[config.mk]
export PLATFORM = sky130hd
export DESIGN_NAME = router_advert_option_parser_core
export DESIGN_NICKNAME = d
export VERILOG_FILES = /design/src/design/rao_pkg.sv /design/src/design/rao_out_fifo.sv /design/src/design/router_advert_option_parser_core.sv
export SDC_FILE = /design/constraint.sdc
export NUM_CORES = 2
export LEC_CHECK = 0
export BUFFER_PORTS_ARGS = -buffer_cell sky130_fd_sc_hd__buf_2
export CORE_UTILIZATION = 30
export CTS_CLUSTER_SIZE = 8
export DETAILED_ROUTE_END_ITERATION = 8
export HOLD_SLACK_MARGIN = 0.03
export PLACE_DENSITY = 0.45
export SLEW_MARGIN = 25
export SYNTH_ARGS = -nofsm -noshare
export SYNTH_HDL_FRONTEND = slang
export SYNTH_SLANG_ARGS = --single-unit
[constraint.sdc]
create_clock -name clk -period 11.88 [get_ports clk]
set_clock_uncertainty 0.2 [all_clocks]
set_input_delay 2.376 -clock clk [delete_from_list [all_inputs] [get_ports clk]]
set_output_delay 2.376 -clock clk [all_outputs]
set_load 0.1 [all_outputs]
[src/design/rao_pkg.sv]
// Shared types and constants for the router advertisement option parser.
package rao_pkg;

  localparam logic [11:0] HDR_BYTES        = 12'd16;
  localparam logic [11:0] OPT_UNIT         = 12'd8;
  localparam logic [7:0]  PREFIX_OPT_TYPE  = 8'd3;
  localparam logic [10:0] PREFIX_OPT_BYTES = 11'd32;
  localparam logic [11:0] MANAGED_POS      = 12'd5;
  localparam int          MANAGED_BIT      = 7;
  localparam logic [11:0] POS_MAX          = 12'd4095;
  localparam logic [6:0]  COUNT_MAX        = 7'd127;

  localparam logic KIND_RECORD = 1'b0;
  localparam logic KIND_END    = 1'b1;

  localparam int FIFO_DEPTH = 4;
  localparam int FIFO_PTR_W = $clog2(FIFO_DEPTH);
  localparam int FIFO_CNT_W = $clog2(FIFO_DEPTH + 1);

  typedef enum logic [2:0] {
    ST_OK,
    ST_TOO_SHORT,
    ST_MANAGED,
    ST_OVERRUN,
    ST_BAD_PREFIX_LEN,
    ST_ZERO_LEN
  } rao_status_t;

  typedef struct packed {
    logic        kind;
    rao_status_t status;
    logic [63:0] prefix_upper;
    logic [63:0] prefix_lower;
    logic [7:0]  prefix_bits;
    logic [7:0]  prefix_flags;
    logic [31:0] valid_lifetime;
    logic [31:0] preferred_lifetime;
    logic [6:0]  record_count;
    logic        last;
  } rao_result_t;

  // up to two results enter the output queue per input beat
  typedef struct packed {
    logic first;
    logic second;
  } rao_push_t;

endpackage

[src/design/rao_out_fifo.sv]
// Small output queue that takes up to two results per cycle and releases one per cycle while out_ready is high.
module rao_out_fifo (
  input  logic                 clk,
  input  logic                 rst,
  input  rao_pkg::rao_push_t   push,
  input  rao_pkg::rao_result_t entry_first,
  input  rao_pkg::rao_result_t entry_second,
  output logic                 room_for_two,
  output logic                 out_valid,
  input  logic                 out_ready,
  output rao_pkg::rao_result_t out_entry
);

  rao_pkg::rao_result_t            mem [rao_pkg::FIFO_DEPTH];
  logic [rao_pkg::FIFO_PTR_W-1:0]  wr_ptr;
  logic [rao_pkg::FIFO_PTR_W-1:0]  rd_ptr;
  logic [rao_pkg::FIFO_CNT_W-1:0]  count;
  logic [rao_pkg::FIFO_CNT_W-1:0]  push_cnt;
  logic                            pop;

  assign out_valid    = (count != '0);
  assign out_entry    = mem[rd_ptr];
  assign pop          = out_valid && out_ready;
  assign room_for_two = (count <= rao_pkg::FIFO_CNT_W'(rao_pkg::FIFO_DEPTH - 2));
  assign push_cnt     = rao_pkg::FIFO_CNT_W'(push.first) + rao_pkg::FIFO_CNT_W'(push.second);

  always_ff @(posedge clk) begin
    if (push.first) begin
      mem[wr_ptr] <= entry_first;
    end
    if (push.second) begin
      mem[wr_ptr + rao_pkg::FIFO_PTR_W'(1)] <= entry_second;
    end
  end

  always_ff @(posedge clk) begin
    if (rst) begin
      wr_ptr <= '0;
      rd_ptr <= '0;
      count  <= '0;
    end else begin
      wr_ptr <= wr_ptr + push_cnt[rao_pkg::FIFO_PTR_W-1:0];
      if (pop) begin
        rd_ptr <= rd_ptr + rao_pkg::FIFO_PTR_W'(1);
      end
      count <= count + push_cnt - rao_pkg::FIFO_CNT_W'(pop);
    end
  end

endmodule

[src/design/router_advert_option_parser_core.sv]
// Top level: byte-serial ICMPv6 router advertisement option parser.
//
//  channel  dir  tdata / tuser / tlast
//  s_axis   in   tdata[7:0] msg_byte, [19:8] msg_length; tlast last_byte
//  m_axis   out  tdata: status, prefix_upper, prefix_lower, prefix_bits,
//                prefix_flags, valid_lifetime, preferred_lifetime,
//                record_count; tuser kind; tlast last
//
// One byte per cycle while s_axis_tready is high; parse state updates in
// the cycle the beat is taken. A beat yields zero, one or two results into a
// four-entry output queue; s_axis_tready is high while it has room for two
// results. Results pass through the queue to m_axis; rst is synchronous.
module router_advert_option_parser_core (
  input  logic         clk,
  input  logic         rst,
  input  logic         s_axis_tvalid,
  output logic         s_axis_tready,
  input  logic [23:0]  s_axis_tdata,   // msg_byte, msg_length, zero pad
  input  logic         s_axis_tlast,   // last_byte
  output logic         m_axis_tvalid,
  input  logic         m_axis_tready,
  output logic [223:0] m_axis_tdata,   // status, prefix_upper, prefix_lower,
                                       // prefix_bits, prefix_flags,
                                       // valid_lifetime, preferred_lifetime,
                                       // record_count, zero pad
  output logic         m_axis_tuser,   // kind
  output logic         m_axis_tlast    // last
);

  logic [7:0]  b;
  logic [11:0] len;
  logic        fin;
  logic        accept;

  // control state
  logic [11:0]          byte_position, byte_position_next;
  logic [10:0]          option_bytes_left, option_bytes_left_next;
  logic [10:0]          option_offset, option_offset_next;
  logic [7:0]           option_kind, option_kind_next;
  rao_pkg::rao_status_t error_code, error_code_next;
  logic [6:0]           found_count, found_count_next;
  logic                 skip_rest, skip_rest_next;

  // prefix option captures
  logic [63:0] prefix_hi, prefix_hi_next;
  logic [63:0] prefix_lo, prefix_lo_next;
  logic [31:0] valid_cap, valid_cap_next;
  logic [31:0] pref_cap, pref_cap_next;
  logic [7:0]  bits_cap, bits_cap_next;
  logic [7:0]  flags_cap, flags_cap_next;

  logic [11:0] remaining;
  logic [10:0] olen;
  logic [12:0] got;
  logic        rec_push;
  rao_pkg::rao_status_t end_status;

  rao_pkg::rao_result_t rec_entry;
  rao_pkg::rao_result_t end_entry;
  rao_pkg::rao_result_t entry_first;
  rao_pkg::rao_push_t   push;
  rao_pkg::rao_result_t out_entry;
  logic                 room_for_two;

  assign b      = s_axis_tdata[7:0];
  assign len    = s_axis_tdata[19:8];
  assign fin    = s_axis_tlast;
  assign accept = s_axis_tvalid && s_axis_tready;

  assign remaining = len - byte_position;
  assign olen      = {b, 3'b000};
  assign got       = {1'b0, byte_position} + 13'd1;

  always_comb begin
    byte_position_next     = (byte_position == rao_pkg::POS_MAX) ?
                             byte_position : byte_position + 12'd1;
    option_bytes_left_next = option_bytes_left;
    option_offset_next     = option_offset;
    option_kind_next       = option_kind;
    error_code_next        = error_code;
    found_count_next       = found_count;
    skip_rest_next         = skip_rest;
    prefix_hi_next         = prefix_hi;
    prefix_lo_next         = prefix_lo;
    valid_cap_next         = valid_cap;
    pref_cap_next          = pref_cap;
    bits_cap_next          = bits_cap;
    flags_cap_next         = flags_cap;
    rec_push               = 1'b0;
    end_status             = rao_pkg::ST_OK;

    if (!skip_rest_next && byte_position == '0 && len < rao_pkg::HDR_BYTES) begin
      error_code_next = rao_pkg::ST_TOO_SHORT;
      skip_rest_next  = 1'b1;
    end

    if (!skip_rest_next && byte_position < len) begin
      if (byte_position < rao_pkg::HDR_BYTES) begin
        if (byte_position == rao_pkg::MANAGED_POS && b[rao_pkg::MANAGED_BIT]) begin
          error_code_next = rao_pkg::ST_MANAGED;
          skip_rest_next  = 1'b1;
        end
      end else if (option_offset == 11'd0) begin
        if (remaining < rao_pkg::OPT_UNIT) begin
          skip_rest_next = 1'b1;
        end else begin
          option_kind_next   = b;
          option_offset_next = 11'd1;
        end
      end else if (option_offset == 11'd1) begin
        if ({2'b00, olen} > ({1'b0, remaining} + 13'd1)) begin
          error_code_next = rao_pkg::ST_OVERRUN;
          skip_rest_next  = 1'b1;
        end else if (option_kind == rao_pkg::PREFIX_OPT_TYPE &&
                     olen != rao_pkg::PREFIX_OPT_BYTES) begin
          error_code_next = rao_pkg::ST_BAD_PREFIX_LEN;
          skip_rest_next  = 1'b1;
        end else if (olen == 11'd0) begin
          error_code_next = rao_pkg::ST_ZERO_LEN;
          skip_rest_next  = 1'b1;
        end else begin
          option_bytes_left_next = olen - 11'd2;
          option_offset_next     = 11'd2;
        end
      end else begin
        if (option_kind == rao_pkg::PREFIX_OPT_TYPE) begin
          if (option_offset == 11'd2) begin
            bits_cap_next = b;
          end else if (option_offset == 11'd3) begin
            flags_cap_next = b;
          end else if (option_offset inside {[11'd4:11'd11]}) begin
            if (option_offset[3]) begin
              pref_cap_next = {pref_cap[23:0], b};
            end else begin
              valid_cap_next = {valid_cap[23:0], b};
            end
          end else if (option_offset inside {[11'd16:11'd31]}) begin
            if (option_offset[3]) begin
              prefix_lo_next = {prefix_lo[55:0], b};
            end else begin
              prefix_hi_next = {prefix_hi[55:0], b};
            end
          end
        end
        option_offset_next = option_offset + 11'd1;
        if (option_bytes_left != 11'd0) begin
          option_bytes_left_next = option_bytes_left - 11'd1;
        end
        if (option_bytes_left_next == 11'd0) begin
          if (option_kind == rao_pkg::PREFIX_OPT_TYPE) begin
            rec_push = 1'b1;
            if (found_count < rao_pkg::COUNT_MAX) begin
              found_count_next = found_count + 7'd1;
            end
          end
          option_offset_next = 11'd0;
        end
      end
    end

    end_status = error_code_next;
    if (error_code_next == rao_pkg::ST_OK && !skip_rest_next && got < {1'b0, len}) begin
      if (got < {1'b0, rao_pkg::HDR_BYTES}) begin
        end_status = rao_pkg::ST_TOO_SHORT;
      end else if (option_offset_next != 11'd0 ||
                   ({1'b0, len} - got) >= {1'b0, rao_pkg::OPT_UNIT}) begin
        end_status = rao_pkg::ST_OVERRUN;
      end
    end
  end

  always_comb begin
    rec_entry                    = '0;
    rec_entry.kind               = rao_pkg::KIND_RECORD;
    rec_entry.status             = rao_pkg::ST_OK;
    rec_entry.prefix_upper       = prefix_hi_next;
    rec_entry.prefix_lower       = prefix_lo_next;
    rec_entry.prefix_bits        = bits_cap_next;
    rec_entry.prefix_flags       = flags_cap_next;
    rec_entry.valid_lifetime     = valid_cap_next;
    rec_entry.preferred_lifetime = pref_cap_next;

    end_entry              = '0;
    end_entry.kind         = rao_pkg::KIND_END;
    end_entry.status       = end_status;
    end_entry.record_count = found_count_next;
    end_entry.last         = 1'b1;

    entry_first = rec_push ? rec_entry : end_entry;
    push.first  = accept && (rec_push || fin);
    push.second = accept && rec_push && fin;
  end

  always_ff @(posedge clk) begin
    if (rst) begin
      byte_position     <= '0;
      option_bytes_left <= '0;
      option_offset     <= '0;
      option_kind       <= '0;
      error_code        <= rao_pkg::ST_OK;
      found_count       <= '0;
      skip_rest         <= 1'b0;
    end else if (accept) begin
      if (fin) begin
        byte_position     <= '0;
        option_bytes_left <= '0;
        option_offset     <= '0;
        option_kind       <= '0;
        error_code        <= rao_pkg::ST_OK;
        found_count       <= '0;
        skip_rest         <= 1'b0;
      end else begin
        byte_position     <= byte_position_next;
        option_bytes_left <= option_bytes_left_next;
        option_offset     <= option_offset_next;
        option_kind       <= option_kind_next;
        error_code        <= error_code_next;
        found_count       <= found_count_next;
        skip_rest         <= skip_rest_next;
      end
    end
  end

  always_ff @(posedge clk) begin
    if (accept) begin
      prefix_hi <= prefix_hi_next;
      prefix_lo <= prefix_lo_next;
      valid_cap <= valid_cap_next;
      pref_cap  <= pref_cap_next;
      bits_cap  <= bits_cap_next;
      flags_cap <= flags_cap_next;
    end
  end

  rao_out_fifo u_out_fifo (
    .clk          (clk),
    .rst          (rst),
    .push         (push),
    .entry_first  (entry_first),
    .entry_second (end_entry),
    .room_for_two (room_for_two),
    .out_valid    (m_axis_tvalid),
    .out_ready    (m_axis_tready),
    .out_entry    (out_entry)
  );

  assign s_axis_tready = room_for_two;

  assign m_axis_tdata = {6'b000000,
                         out_entry.record_count,
                         out_entry.preferred_lifetime,
                         out_entry.valid_lifetime,
                         out_entry.prefix_flags,
                         out_entry.prefix_bits,
                         out_entry.prefix_lower,
                         out_entry.prefix_upper,
                         out_entry.status};
  assign m_axis_tuser = out_entry.kind;
  assign m_axis_tlast = out_entry.last;

endmodule
==> results.toml <==
[outcome]
status = "finished clean"

[min_path]
hold_class = "reg -> reg"

[power]
pwr-share-clk_pct = 45.4
combPwrFrac_pct = 11.9
p_switching_mw = 2.677
p_seq_share_pct = 42.7
p_per_area_nw_per_um2 = 173.0
p_leak_nw = 18.99
intPower_mw = 6.916
p_sw_share_pct = 27.91
peakVddDrop_v = 0.0001482

[cells_and_area]
fill_cells = 15650
drive_above_1_share_pct = 20.64
multi_input_area_um2 = 20810
seq_area_um2 = 25430
area_growth_pct = 16.63
nets = 4331

[sta]
final-hold-violation-count = 0
setup_tns_ns = 0
tightest_slew_ns = 1.087
final-max-slew-violation-count = 0
fin_crit_ns = 7.498
fin_crit_sh_pct = 63.11
setup_ws_ns = 4.382
rsz0062_at_grt = "no"
setup_violations = 0
max_freq_mhz = 133.4
max_slew_margin_pct = 27.53

[synthesis]
synth_area_um2 = 47550
synth_most_common_cell = "dfxtp_1"
ys_warn_count = 0
synth.distinct_cells = 86
ys.flop_type = "dfxtp_1"
avgSynthCellArea_um2 = 11.54
synthCells = 4121
synth_area_leaders = "dfxtp_1, edfxtp_1, mux4_2"
synth_top_area_share_pct = 37.81
ys_top_cells_by_count = "dfxtp_1, nand2_1, a22o_1"
async_flop_share_pct = 0
synth_enable_flop_cells = 248
ys_ff_latch = 1146
yosysSeqAreaShare_pct = 53.47
synth_largest_area_cell = "dfxtp_1"

[cts]
htreeDepth = 4
cts_tree = "done"
clockRootBuffer = "clkbuf_16"
hold_buffers = 0
cts_made_buffers = 162
clockBufferDepth = 3
cts_sinks = 1146
postCtsResizedCells = 0
cts.reportedPaths.clkPinSlew_ns = 0.05
clk_latency_ns = 0.79
post-cts-setup-buffers = 0

[global_route]
grt_max_degree = 137
overflow = 0
grt_pass1_wl_um = 226500
first_global_vias = 34120
grt.total_usage_pct = 18.73
antenna_found_initial = 6

[routing]
vias = 33640
viasPerCell = 5.233
routed_wl_um = 151900
drt_iter0_drc = 2074
ant_nets = 0
remaining_drc_errors = 0
wl_per_cell_um = 23.63
drt-pass1-iter-count = 5

[critical_path]
endpoint_kind = "register"
worstSetupStartpointType = "input pin"
crit_type = "in -> reg"
cp_max_fo = 7
worstPathRequired_ns = 12.26
cp.arrival_ns = 7.87

[placement]
dp_hpwl_um = 84270
dp_slack_ns = 3.655
gp_congestion = 0.7958
portBuffers = 246

[floorplanning]
dieArea_um2 = 160100
die_w_um = 400.1
coreArea_um2 = 156800
die_h_um = 400.1
rows = 145
initial_utilization_pct = 30.33
io_pins = 257

[job]
drv_cap = 0
[cell type report]
type	instances	share of cell area, %
Antenna cell	5	0.02256
Clock buffer	266	8.071
Clock inverter	15	0.4716
Inverter	47	0.3317
Multi-Input combinational cell	2606	37.52
Sequential cell	1146	45.86
Tap cell	2058	4.643
Timing Repair Buffer	286	3.082
[registers in the layout (all words and copies together) (netlist names), named ones only]
signal,flops
u_out_fifo.count,3
error_code,3
prefix_lo,64
option_kind,8
valid_cap,32
byte_position,12
skip_rest,1
option_offset,11
bits_cap,8
prefix_hi,64
u_out_fifo.wr_ptr,2
option_bytes_left,11
u_out_fifo.mem,876
pref_cap,32
flags_cap,8
found_count,7
u_out_fifo.rd_ptr,2
[critical path, cell delays in order]
cell	delay, ns
buf_2	0.08
inv_1	0.06
ha_1	0.25
fa_1	0.41
nand2b_1	0.19
a211oi_2	0.44
o22ai_1	0.18
xor2_1	0.23
nor4_1	0.54
xor2_1	0.15
ha_1	0.32
nand3_1	0.07
or4_1	0.51
o211ai_1	0.15
nor4_1	0.08
nand3_1	0.24
a31oi_1	0.14
o41ai_1	0.68
nand2_1	0.32
o41ai_1	0.45
[worst paths after layout]
check	end	cells after the start	startpoint	slack, ns
max reg2reg	u_out_fifo.mem[2][216]$_DFFE_PP_	18	byte_position[0]$_SDFFE_PP0P_	5.77
max	u_out_fifo.mem[2][216]$_DFFE_PP_	20	s_axis_tdata[8]	4.38
min reg2reg	u_out_fifo.mem[2][87]$_SDFFE_PP0P_	2	u_out_fifo.mem[2][87]$_SDFFE_PP0P_	0.24
min	u_out_fifo.mem[2][87]$_SDFFE_PP0P_	2	u_out_fifo.mem[2][87]$_SDFFE_PP0P_	0.24
[cells by family after synthesis]
| family | Yosys count | synth area share, % |
|---|---|---|
| fa+ha+maj | 54 | 1.463 |
| other cells | 1 | 0.007887 |
| compound gates | 1079 | 16.11 |
| mux | 426 | 15.26 |
| xor+xnor | 50 | 0.9211 |
| flops | 1146 | 53.47 |
| simple gates | 991 | 9.655 |
| buf+inv | 374 | 3.111 |
[power groups by stage]
stage	sequential, mW	combinational [mW]	clock [mW]
floorplan	4.17	0.836	0
global placement	4.18	1.16	0
detailed placement	4.18	1.16	0
CTS	4.10	1.16	4.49
global route	4.10	1.22	4.65
finish	4.10	1.14	4.36
[routing by layer]
layer,vias to the layer above,track usage (%),part of all wire (%)
met5,-,0,0.018
met4,4,4.923,1.8
met3,189,4.205,5.5
met2,731,30.21,46
met1,17110,25.16,46
li1,15600,-,-
[stage by stage]
stage	cells	power, mW	instance area (um^2)	hold WS [ns]	util, %
finish	6429	9.594	55450	0.2429	35.38
CTS	6422	9.746	55390	0.2445	35.33
global route	6424	9.969	55440	0.2594	35.37
detailed placement	6141	5.337	50650	0.2371	32.31
floorplan	4126	5.003	47560	0.2185	-
global placement	6141	5.338	50630	0.2290	32.30
[placed cells by master (no fill, tap or decap), drive strengths merged, types with 50 or more instances in the layout]
cell type  count
mux4         219
buf          286
clkbuf       266
nand2        513
edfxtp       248
nor2         157
dfxtp        898
mux2         200
inv           52
o21ai        389
and2         134
a21oi         68
ha            50
a22o         496
Power figures use the tool's default switching activity.
